`config.mk`:
```
export PLATFORM = sky130hd
export DESIGN_NAME = bfc_front
export DESIGN_NICKNAME = d
export VERILOG_FILES = /design/src/rtl/bfc_pkg.sv /design/src/rtl/bfc_front.sv
export SDC_FILE = /design/constraint.sdc
export NUM_CORES = 1
export LEC_CHECK = 0
export BUFFER_PORTS_ARGS = -buffer_cell sky130_fd_sc_hd__buf_4
export CAP_MARGIN = 20
export CORE_MARGIN = 8
export CORE_UTILIZATION = 45
export DETAILED_ROUTE_END_ITERATION = 8
export PLACE_DENSITY = 0.78
export SYNTH_ARGS = -nofsm -noshare
export SYNTH_HDL_FRONTEND = slang
export SYNTH_SLANG_ARGS = --single-unit
```
`constraint.sdc`:
```
create_clock -name clk_i -period 3.5 [get_ports clk_i]
set_input_delay 0.7 -clock clk_i [delete_from_list [all_inputs] [get_ports clk_i]]
set_output_delay 0.7 -clock clk_i [all_outputs]
set_load 0.005 [all_outputs]
```
`src/rtl/bfc_pkg.sv`:
```
// ----------------------------------------------------------------------------
// bfc_pkg
// Shared types, register indexes and the scale table for the barometer
// FIFO compensation block.
// ----------------------------------------------------------------------------
`default_nettype none

package bfc_pkg;

  localparam int unsigned WordW  = 24;
  localparam int unsigned FracW  = 24;
  localparam int unsigned KW     = 23;
  localparam int unsigned QW     = 30;
  localparam int unsigned AccW   = 64;
  localparam int unsigned BMagW  = 58;
  localparam int unsigned BHalfW = 29;

  typedef enum logic [2:0] {
    REG_TEMP_COEFFS  = 3'd0,
    REG_PRES_OFFSET  = 3'd1,
    REG_PRES_LINEAR  = 3'd2,
    REG_TEMP_LINEAR  = 3'd3,
    REG_CROSS_LINEAR = 3'd4,
    REG_PRES_SQUARE  = 3'd5,
    REG_HIGH_ORDER   = 3'd6,
    REG_OVERSAMPLE   = 3'd7
  } reg_idx_e;

  typedef struct packed {
    logic signed [11:0] c0;
    logic signed [11:0] c1;
    logic signed [19:0] c00;
    logic signed [19:0] c10;
    logic signed [15:0] c01;
    logic signed [15:0] c11;
    logic signed [15:0] c20;
    logic signed [15:0] c21;
    logic signed [15:0] c30;
    logic [2:0]         p_osr;
    logic [2:0]         t_osr;
  } cfg_t;

  // Classified word: tag, sign and magnitude of the raw value.
  typedef struct packed {
    logic              is_p;
    logic              neg;
    logic [WordW-1:0]  mag;
  } item_t;

  function automatic logic [KW-1:0] scale_k(input logic [2:0] code);
    logic [KW-1:0] k;
    unique case (code)
      3'd0: k = 23'd524288;
      3'd1: k = 23'd1572864;
      3'd2: k = 23'd3670016;
      3'd3: k = 23'd7864320;
      3'd4: k = 23'd253952;
      3'd5: k = 23'd516096;
      3'd6: k = 23'd1040384;
      3'd7: k = 23'd2088960;
      default: k = 23'd524288;
    endcase
    return k;
  endfunction

endpackage

`default_nettype wire

```
`src/rtl/bfc_front.sv`:
```
// ----------------------------------------------------------------------------
// bfc_front
// Accepts FIFO words, classifies them and holds them in a two-entry queue.
// ----------------------------------------------------------------------------
`default_nettype none

module bfc_front (
  input  wire logic                        clk_i,
  input  wire logic                        rst_ni,
  input  wire logic                        in_valid_i,
  output logic                             in_ready_o,
  input  wire logic [bfc_pkg::WordW-1:0]   fifo_word_i,
  output logic                             fe_valid_o,
  output bfc_pkg::item_t                   fe_item_o,
  input  wire logic                        fe_pop_i
);

  bfc_pkg::item_t      mem_q [2];
  bfc_pkg::item_t      cls;
  logic                wp_q, wp_d, rp_q, rp_d;
  logic [1:0]          cnt_q, cnt_d;
  logic                push;

  always_comb begin
    cls.is_p = fifo_word_i[0];
    cls.neg  = fifo_word_i[bfc_pkg::WordW-1];
    cls.mag  = cls.neg ? (~fifo_word_i + 24'd1) : fifo_word_i;
  end

  assign in_ready_o = (cnt_q != 2'd2);
  assign push       = in_valid_i && in_ready_o;
  assign fe_valid_o = (cnt_q != 2'd0);
  assign fe_item_o  = mem_q[rp_q];

  always_comb begin
    wp_d  = push ? ~wp_q : wp_q;
    rp_d  = fe_pop_i ? ~rp_q : rp_q;
    cnt_d = cnt_q + {1'b0, push} - {1'b0, fe_pop_i};
  end

  always_ff @(posedge clk_i or negedge rst_ni) begin
    if (!rst_ni) begin
      wp_q  <= 1'b0;
      rp_q  <= 1'b0;
      cnt_q <= 2'd0;
    end else begin
      wp_q  <= wp_d;
      rp_q  <= rp_d;
      cnt_q <= cnt_d;
    end
  end

  always_ff @(posedge clk_i) begin
    if (push) begin
      mem_q[wp_q] <= cls;
    end
  end

endmodule

`default_nettype wire

```
; Yosys cells after proc, flatten, opt, wreduce, memory -nomap -nowiden
; Memories as Yosys holds them, arrays and structs flattened.
; Cells that the tools add are included.
[word_totals]
register_bits = 4
latch_bits = 0
ram_bits = 52
mem_bits_ro = 0
in_bits = 28
elab_cells = 16
mem_count = 1
[classes]
add_sub_neg = 3
mul = 0
n_div = 0
order_cmp = 0
n_eq_ne = 1
shifts = 0
n_mux = 3
bitwise_logic = 3
n_reduce_logical = 2
[memory_table]
columns = name, words, width, read_ports, rd_clocked_by_memory_dff, wr, line
row1 = mem_q, 2, 26, 1, 0, 1, bfc_front.sv:18  ; bfc_pkg::item_t mem_q [2];
[ops]
columns = operator, n
row1 = $add 24x1->24 const B, 1
row2 = $mux 24, 1
row3 = $not 24->24, 1
row4 = $add 2x1->2, 1
row5 = $mux 1, 2
row6 = $ne 2x2->1 const B, 1
row7 = $not 1->1, 2
row8 = $reduce_bool 2->1, 1
row9 = $sub 2x1->2, 1
row10 = $logic_and 1x1->1, 1

; Longest topological paths before layout
; Gate-level depths: netlist of the first run.
[depth]
word_depth = 4
mapped_depth = 7
ltp_nobuf = 7

; Least setup slack after synthesis of the first run
; Ideal clock, no wire load.
[synth_timing]
path_kind = input -> register
startpoint = input in_valid_i
endpoint = memory mem_q[0][0] (netlist name), enable pin
arrival_time_ns = 1.859
setup_slack_ns = 1.234
path_stages = 2
path_buffers = 0
cell_sequence = nand2_1 nor2_1
[synth_between]
elab_chain_len = 3
[synth_lines]
columns = element, line
row1 = "start, declared", bfc_front.sv:10  ; input wire logic in_valid_i,
row2 = $logic_and 1x1->1, bfc_front.sv:31  ; assign push = in_valid_i && in_ready_o;
row3 = $mux 1, bfc_front.sv:54  ; if (push) begin
row4 = $mux 1 (implied by the code), bfc_front.sv:55  ; mem_q[wp_q] <= cls;
row5 = "end, declared", bfc_front.sv:18
; Every way passes these cells.

==> impl_metrics.yaml, run 1 <==
floorplanning:
  initial_utilization: 0.463
  die_height_um: 91.1
  num_io_pins: 56
  core_sq_um: 5470
  dieWidth_um: 91.1
  fp.dieArea_sq_um: 8290
  std_cell_rows: 27
sta:
  fin_skew_ns: 0.00202
  setup_ws_ns: 1.00
  relSlewSlack: 0.660
  setup_viol: 0
  hold_viol_final: 0
  whs_ns: 0.184
  fin_setup_tns_ns: 0
  tightest_slew_ns: 0.510
  finalCritPeriodShare: 0.714
  drv_slew: 0
  post-route-min-period_ns: 2.50
  grt_setup_unrepaired: "no"
  fmax_mhz: 400
placed_design:
  dp.cells: 287
  hpwl_um: 3650
  placed_area_sq_um: 3040
  port_buffers: 55
  place_ws_ns: 1.15
  routabilityCongestion: 0.726
power:
  p_sw_frac: 0.279
  p_clk_frac: 0.157
  power.density_nw_per_um2: 643
  peakVddDrop_uv: 275
  internal_power_mw: 1.44
  p_total_mw: 2.00
  power.leakage_nw: 1.14
  p_seq_frac: 0.483
  combPwrFrac: 0.360
  switchingPower_mw: 0.560
setup_path:
  critPathKind: "flop to output port"
  cp-endpoint: "fe_item_o[14]"
  max_stage_delay_ns: 0.67
  timing.rr.end: "cnt_q[1]"
  endpoint_kind: "output port"
  reg2reg_depth: 7
  crit_path_start: "rp_q"
  slowest_stage: "dfrtp_1"
  r2r_slack_ns: 1.96
  critPathArrivalTime_ns: 1.80
  cp_max_fo: 14
  r2r-start: "cnt_q[1]"
  path_common_cell: "buf_4"
  crit_chain: "buf_4 -> mux2_2 -> buf_4"
  cp-start-kind: "flop"
  cp.required_ns: 2.80
run_status:
  status: "finished clean"
logic_synthesis:
  synth_common_cells: "edfxtp_1 (50), mux2_2 (25), xnor2_1 (22), o21ai_0 (8), nand2_1 (7)"
  synthesis.nets: 194
  synth_ff_type: "edfxtp_1"
  synth_seq_cells: 54
  synth_top_area_frac: 0.592
  yosysWarnings: 0
  synth-simple-area-share: 0.0824
  ys_seq_area_frac: 0.632
  yosysTopAreaCell: "edfxtp_1"
  synthAdderAreaFrac: 0.0148
  muxShareOfSynthArea: 0.111
  synth_compound_area_frac: 0.0573
  async_flop_share: 0.0741
  synth_top_family_by_area: "multiplexers"
  ys_types: 29
  synth_area_per_cell_sq_um: 15.6
  synth_edf_count: 50
  syn_inst: 163
  synthXorXnorAreaFrac: 0.0864
  synth.cell_area_sq_um: 2530
  synthTopCellsByArea: "edfxtp_1 (59%), mux2_2 (11%), xnor2_1 (7.6%)"
  synthMostInstantiatedCell: "edfxtp_1"
final_layout:
  final_area_sq_um: 3120
  stdcell_count: 295
  final_core_util: 0.570
  drive_gt1_frac: 0.448
  final_nets: 253
  final.fill_count: 472
  num_antenna_cells: 0
  synthToLayoutAreaGrowth_pct: 23.0
clocking:
  cts_tree: "yes"
  cts_root_buffer: "clkbuf_8"
  cts_setup_buffers: 0
  clockBufferDepth: 2
  cts_sinks: 54
  clk_pin_slew_ns: 0.08
  ctsResizeCount: 0
  clkLatencyLatePin_ns: 0.29
  h-tree-depth: 2
  cts_hold_buf: 0
  cts-buffers-inserted: 5
routing:
  wl_um: 4870
  wire_per_inst_um: 16.5
  vias: 1523
  drc: 0
  vias_per_cell: 5.16
  first_iter_violations: 50
  ant_nets: 0
  drt-pass1-iter-count: 4
worst_hold_path:
  hold_path_class: "primary input to async pin"
global_route:
  grt_max_degree: 26
  overflow: 0
  antenna_found_initial: 0
  grt_pass1_wl_um: 7810
  grt_pass1_vias: 1551
  track_usage: 0.117
run:
  drv_cap: 0
worst min-delay path by stage:
stage	start	endpoint	cells past startpoint
4_1_cts	rst_ni	cnt_q[0]	1
3_3_place_gp	rst_ni	cnt_q[1]	1
2_1_floorplan	rst_ni	cnt_q[0]	0
3_5_place_dp	rst_ni	cnt_q[0]	1
5_1_grt	rst_ni	cnt_q[0]	1
6_report	rst_ni	cnt_q[0]	1
sequential cells by signal (all words and copies together), names as in the netlist:
signal and count:
cnt_q 2, mem_q 50, rp_q 1, wp_q 1
kinds of logic (layout without fill, tap and decap cells):
group,Yosys count,in the layout
and+or+nand+nor,28,28
DFF,54,54
adders and majority gates,3,3
buffers and inverters,10,70
xor gates and xnor gates,25,25
AOI/OAI and AO/OA,18,18
muxes,25,25
per-layer routing:
metal / up-vias / track usage / routed length (um) / share of wire
li1: 737 / - / - / -
met1: 734 / 0.136 / 2050 / 0.42
met2: 42 / 0.192 / 2420 / 0.50
met3: 10 / 0.0346 / 275 / 0.056
met4: 0 / 0.0600 / 128 / 0.026
met5: - / 0 / 0 / 0
placed cells by master (no fill, tap or decap), drive strengths merged:
| cell type | count |
|---|---|
| or4 | 3 |
| nor3b | 1 |
| a21oi | 1 |
| nor4 | 5 |
| xor2 | 3 |
| edfxtp | 50 |
| clkbuf | 6 |
| mux2 | 25 |
| inv | 4 |
| nand3b | 1 |
| dfrtp | 4 |
| clkinv | 2 |
| nand4 | 2 |
| nor3 | 1 |
| nand2b | 2 |
| and3 | 1 |
| or2 | 1 |
| o41ai | 4 |
| ha | 3 |
| o21ai | 8 |
| nor2 | 4 |
| buf | 58 |
| nand2 | 7 |
| xnor2 | 22 |
| o31ai | 5 |
critical path: cells and delay by family, from the launching register on:
| family | cells | cell delay [ns] |
|---|---|---|
| multiplexers | 1 | 0.36 |
| flip-flops | 1 | 0.67 |
| buffers and inverters | 2 | 0.47 |
power by group through the flow:
stage               Combinational (mW)  Clock [mW]  Sequential (mW)
floorplan                        0.404           0            0.946
global placement                 0.724           0            0.976
detailed placement               0.738           0            0.986
CTS                              0.741       0.325            0.971
global route                     0.780       0.353            0.988
finish                           0.722       0.315            0.968
layout make-up:
type	count	area, sq um	share of cell area
flip-flops and latches	54	1600	0.514
clock inverters	2	8.76	0.00281
repair buffers	58	435	0.140
clock buffers	6	72.6	0.0233
multi-input cells	99	895	0.287
well taps	72	90.1	0.0289
inverters	4	15.0	0.00482
Power figures use the tool's default switching activity.
==> inputs of run 2 (changes only) <==
clock period = 2.4 ns   (was 3.5 ns; I/O delays follow)
==> impl_metrics.yaml, run 2 (synthesized netlist as in run 1, its figures left out) <==
final_layout:
  final_common_cell: "buf_4"
  final_area_sq_um: 3160
  largest_register_ffs: 50
  final_nets: 255
  reg_top3: "mem_q: 50 flops, cnt_q: 2 flops"
  final_cell_mix: "buf_4 (59), edfxtp_1 (50), mux2_2 (25), xnor2_1 (22), o21ai_0 (8)"
  synthToLayoutAreaGrowth_pct: 24.5
  drive_gt1_frac: 0.451
  regMostFlops: "mem_q"
  final_core_util: 0.577
  num_antenna_cells: 0
setup_path:
  reg2reg_depth: 7
  r2r_slack_ns: 0.86
  cp.required_ns: 1.92
  cp-endpoint: "fe_item_o[7]"
  critPathKind: "flop to output port"
  max_stage_delay_ns: 0.38
  crit_path_start: "rp_q"
  timing.rr.end: "cnt_q[1]"
  endpoint_kind: "output port"
  r2r-start: "cnt_q[1]"
  cp_max_fo: 15
  slowest_stage: "mux2_2"
  crit_chain: "buf_4 -> mux2_2 -> buf_4"
  path_common_cell: "buf_4"
  critPathArrivalTime_ns: 1.40
  cp-start-kind: "flop"
routing:
  ant_nets: 0
  wire_per_inst_um: 16.1
  drt-pass1-iter-count: 4
  first_iter_violations: 41
  wl_um: 4770
  drc: 0
  vias_per_cell: 5.17
  vias: 1529
sta:
  setup_viol: 0
  drv_slew: 0
  fin_setup_tns_ns: 0
  finalCritPeriodShare: 0.782
  fin_skew_ns: 0.00506
  tightest_slew_ns: 0.480
  relSlewSlack: 0.677
  grt_setup_unrepaired: "no"
  post-route-min-period_ns: 1.88
  hold_viol_final: 0
  fmax_mhz: 533
placed_design:
  routabilityCongestion: 0.740
  port_buffers: 55
  hpwl_um: 3600
  placed_area_sq_um: 3040
floorplanning:
  core_sq_um: 5470
  fp.dieArea_sq_um: 8290
  dieWidth_um: 91.1
  initial_utilization: 0.463
  std_cell_rows: 27
  num_io_pins: 56
  die_height_um: 91.1
clocking:
  clockBufferDepth: 2
  cts_root_buffer: "clkbuf_8"
  cts_setup_buffers: 0
  clkLatencyLatePin_ns: 0.30
  h-tree-depth: 2
  cts_tree: "yes"
  cts-buffers-inserted: 5
  clk_pin_slew_ns: 0.08
  cts_sinks: 54
worst_hold_path:
  hold_path_class: "primary input to flop"
run_status:
  status: "finished clean"
power:
  power.density_nw_per_um2: 963
  p_total_mw: 3.04
  peakVddDrop_uv: 350
  power.leakage_nw: 1.15
global_route:
  overflow: 0
  antenna_found_initial: 0
  track_usage: 0.113
  grt_pass1_wl_um: 7610
  grt_pass1_vias: 1559
  grt_max_degree: 26
run:
  drv_cap: 0
-- run 2: changes by cell type in the layout (fill, tap and decap cells not counted), sizes merged --
cell / change
buf: +1
clkbuf: -1
dlygate4sd3: +1
bufinv: +1
clkinv: -1
-- run 2: stage by stage --
stage	worst slack, ns	hold slack, ns	cells
CTS	0.506	0.363	296
detailed placement	0.331	0.280	288
global route	0.457	0.368	296
floorplan	0.314	0.184	163
finish	0.522	0.366	296
global placement	0.378	0.280	288
-- run 2: worst max-delay path: cells and delay by family (launching register included) --
| kind | cells | cell delay [ns] |
|---|---|---|
| buf+inv | 2 | 0.37 |
| flops | 1 | 0.35 |
| mux | 1 | 0.38 |
-- run 2: cell type report --
cell class | count | area [sq um]
repair buffers | 60 | 453
clock inverters | 2 | 33.8
inverters | 4 | 15.0
well taps | 72 | 90.1
multi-input cells | 99 | 895
fillers | 450 | 2320
flip-flops and latches | 54 | 1600
clock buffers | 5 | 68.8
-- run 2: report_power, final --
group          internal [mW]  switching [mW]  leakage, nW
logic                  0.606           0.495        0.591
registers               1.31          0.0638        0.511
clock network          0.302           0.260       0.0517
-- run 2: worst min path at each step --
stage,slack (ns),to,startpoint,cells past startpoint
4_1_cts,0.36,rp_q,fe_pop_i,2
2_1_floorplan,0.18,cnt_q[0],rst_ni,0
3_5_place_dp,0.28,wp_q,rst_ni,1
6_report,0.37,rp_q,fe_pop_i,2
3_3_place_gp,0.28,cnt_q[0],rst_ni,1
5_1_grt,0.37,rp_q,fe_pop_i,2
-- run 2: repair_timing --
action / in CTS / in global routing
gates resized for setup: 0 / 0
hold endpoints to repair: 4 / 0
hold buffers: 1 / 0
-- run 2: metal layers --
metal | up-vias | wire (um) | GRT usage | share of wire
met2 | 36 | 2380 | 0.191 | 0.50
met5 | - | 0 | 0 | 0
met3 | 6 | 241 | 0.0321 | 0.051
li1 | 739 | - | - | -
met1 | 748 | 2060 | 0.129 | 0.43
met4 | 0 | 92 | 0.0573 | 0.019
==> inputs of run 3 (changes only) <==
clock period = 2 ns   (was 2.4 ns; I/O delays follow)
==> impl_metrics.yaml, run 3 (synthesized netlist as in run 1, its figures left out) <==
run_status:
  status: "finished clean"
setup_path:
  cp-start-kind: "flop"
  cp_max_fo: 26
  critPathKind: "flop to output port"
  cp.required_ns: 1.60
  r2r_slack_ns: 0.44
  r2r-start: "cnt_q[1]"
  critPathArrivalTime_ns: 1.40
  reg2reg_depth: 7
  endpoint_kind: "output port"
  timing.rr.end: "cnt_q[1]"
clocking:
  cts_tree: "yes"
  clkLatencyLatePin_ns: 0.30
  clockBufferDepth: 2
  cts_sinks: 54
  clk_pin_slew_ns: 0.09
  ctsResizeCount: 0
  cts-buffers-inserted: 5
  h-tree-depth: 2
  cts_root_buffer: "clkbuf_8"
final_layout:
  final_core_util: 0.578
  num_antenna_cells: 0
  final_nets: 256
  regMostFlops: "mem_q"
  synthToLayoutAreaGrowth_pct: 24.9
  final_cell_mix: "buf_4 (59), edfxtp_1 (50), mux2_2 (25), xnor2_1 (22), o21ai_0 (8)"
  final.fill_count: 444
  reg_top3: "mem_q: 50 flops, cnt_q: 2 flops"
  final_common_cell: "buf_4"
  drive_gt1_frac: 0.456
  largest_register_ffs: 50
global_route:
  overflow: 0
  grt_pass1_vias: 1753
  met1_usage: 0.141
  grt_pass1_wl_um: 8430
  antenna_found_initial: 0
  track_usage: 0.124
  grtUsageMet2: 0.215
  grt_max_degree: 27
  use_met3: 0.0379
  grt-busiest-layer: "met2"
routing:
  wire_per_inst_um: 16.9
  vias: 1563
  wl_um: 5040
  drt-pass1-iter-count: 4
  drc: 0
  vias_per_cell: 5.24
  ant_nets: 0
  first_iter_violations: 78
power:
  power.density_nw_per_um2: 1140
  power.leakage_nw: 1.16
  peakVddDrop_uv: 781
  p_total_mw: 3.61
sta:
  tightest_slew_ns: 0.381
  grt_setup_unrepaired: "no"
  hold_viol_final: 0
  fin_skew_ns: 0.00753
  post-route-min-period_ns: 1.80
  fmax_mhz: 556
  finalCritPeriodShare: 0.899
  setup_viol: 0
  drv_slew: 0
  relSlewSlack: 0.744
  fin_setup_tns_ns: 0
placed_design:
  port_buffers: 55
  hpwl_um: 3750
  routabilityCongestion: 0.701
run:
  drv_cap: 0
floorplanning:
  std_cell_rows: 27
  num_io_pins: 56
  core_sq_um: 5470
  die_height_um: 91.1
  initial_utilization: 0.463
  fp.dieArea_sq_um: 8290
  dieWidth_um: 91.1
worst_hold_path:
  min_delay_worst_endpoint: "rp_q"
  hold_path_class: "primary input to flop"
  hp-start: "fe_pop_i"
  hold_depth: 2
run 3: per-stage QoR:
step | std cells | instance area (sq um) | hold WS (ns) | worst slack (ns)
after CTS | 298 | 3170 | 0.266 | 0.180
final | 298 | 3170 | 0.276 | 0.202
after global routing | 298 | 3170 | 0.261 | 0.127
after detailed placement | 289 | 3060 | 0.200 | 0.0876
after floorplan | 163 | 2540 | 0.104 | 0.284
after global placement | 289 | 3060 | 0.199 | 0.108
run 3: layout make-up:
| class | count | area (sq um) | area share |
|---|---|---|---|
| clock buffer | 7 | 86.3 | 0.0273 |
| clock inverter | 1 | 5.00 | 0.00158 |
| multi-input combinational | 99 | 895 | 0.283 |
| inverter | 4 | 15.0 | 0.00474 |
| tap | 72 | 90.1 | 0.0285 |
| timing repair buffer | 61 | 473 | 0.149 |
| sequential | 54 | 1600 | 0.506 |
run 3: routing by layer:
metal  wire (um)  up-vias
li1            -      738
met1        2070      779
met2        2590       40
met3         309        6
met4          72        0
met5           0        -
run 3: worst max path at each step:
stage	start	end	slack, ns	cells past startpoint
floorplan	rp_q	fe_item_o[16]	0.28	3
finish	rp_q	fe_item_o[12]	0.20	3
global route	rp_q	fe_item_o[12]	0.13	3
CTS	rp_q	fe_item_o[12]	0.18	3
detailed placement	fifo_word_i[6]	mem_q[0][19]	0.09	5
global placement	fifo_word_i[0]	mem_q[0][17]	0.11	6
run 3: worst max-delay path: stages (launching register included):
cell	delay (ns)
dfrtp_1	0.38
buf_12	0.20
mux2_2	0.36
buf_4	0.14
run 3: what timing repair did:
item                                   4_1_cts  5_1_grt
endpoints found under the hold margin        4        0
buffers inserted                             0        0
hold buffers                                 1        0
run 3: power by group:
group	total (mW)	leakage (nW)	internal, mW	switching, mW
Sequential	1.66	0.511	1.58	0.0823
Combinational	1.34	0.601	0.743	0.595
Clock	0.611	0.0482	0.280	0.331
Total	3.61	1.16	2.60	1.01
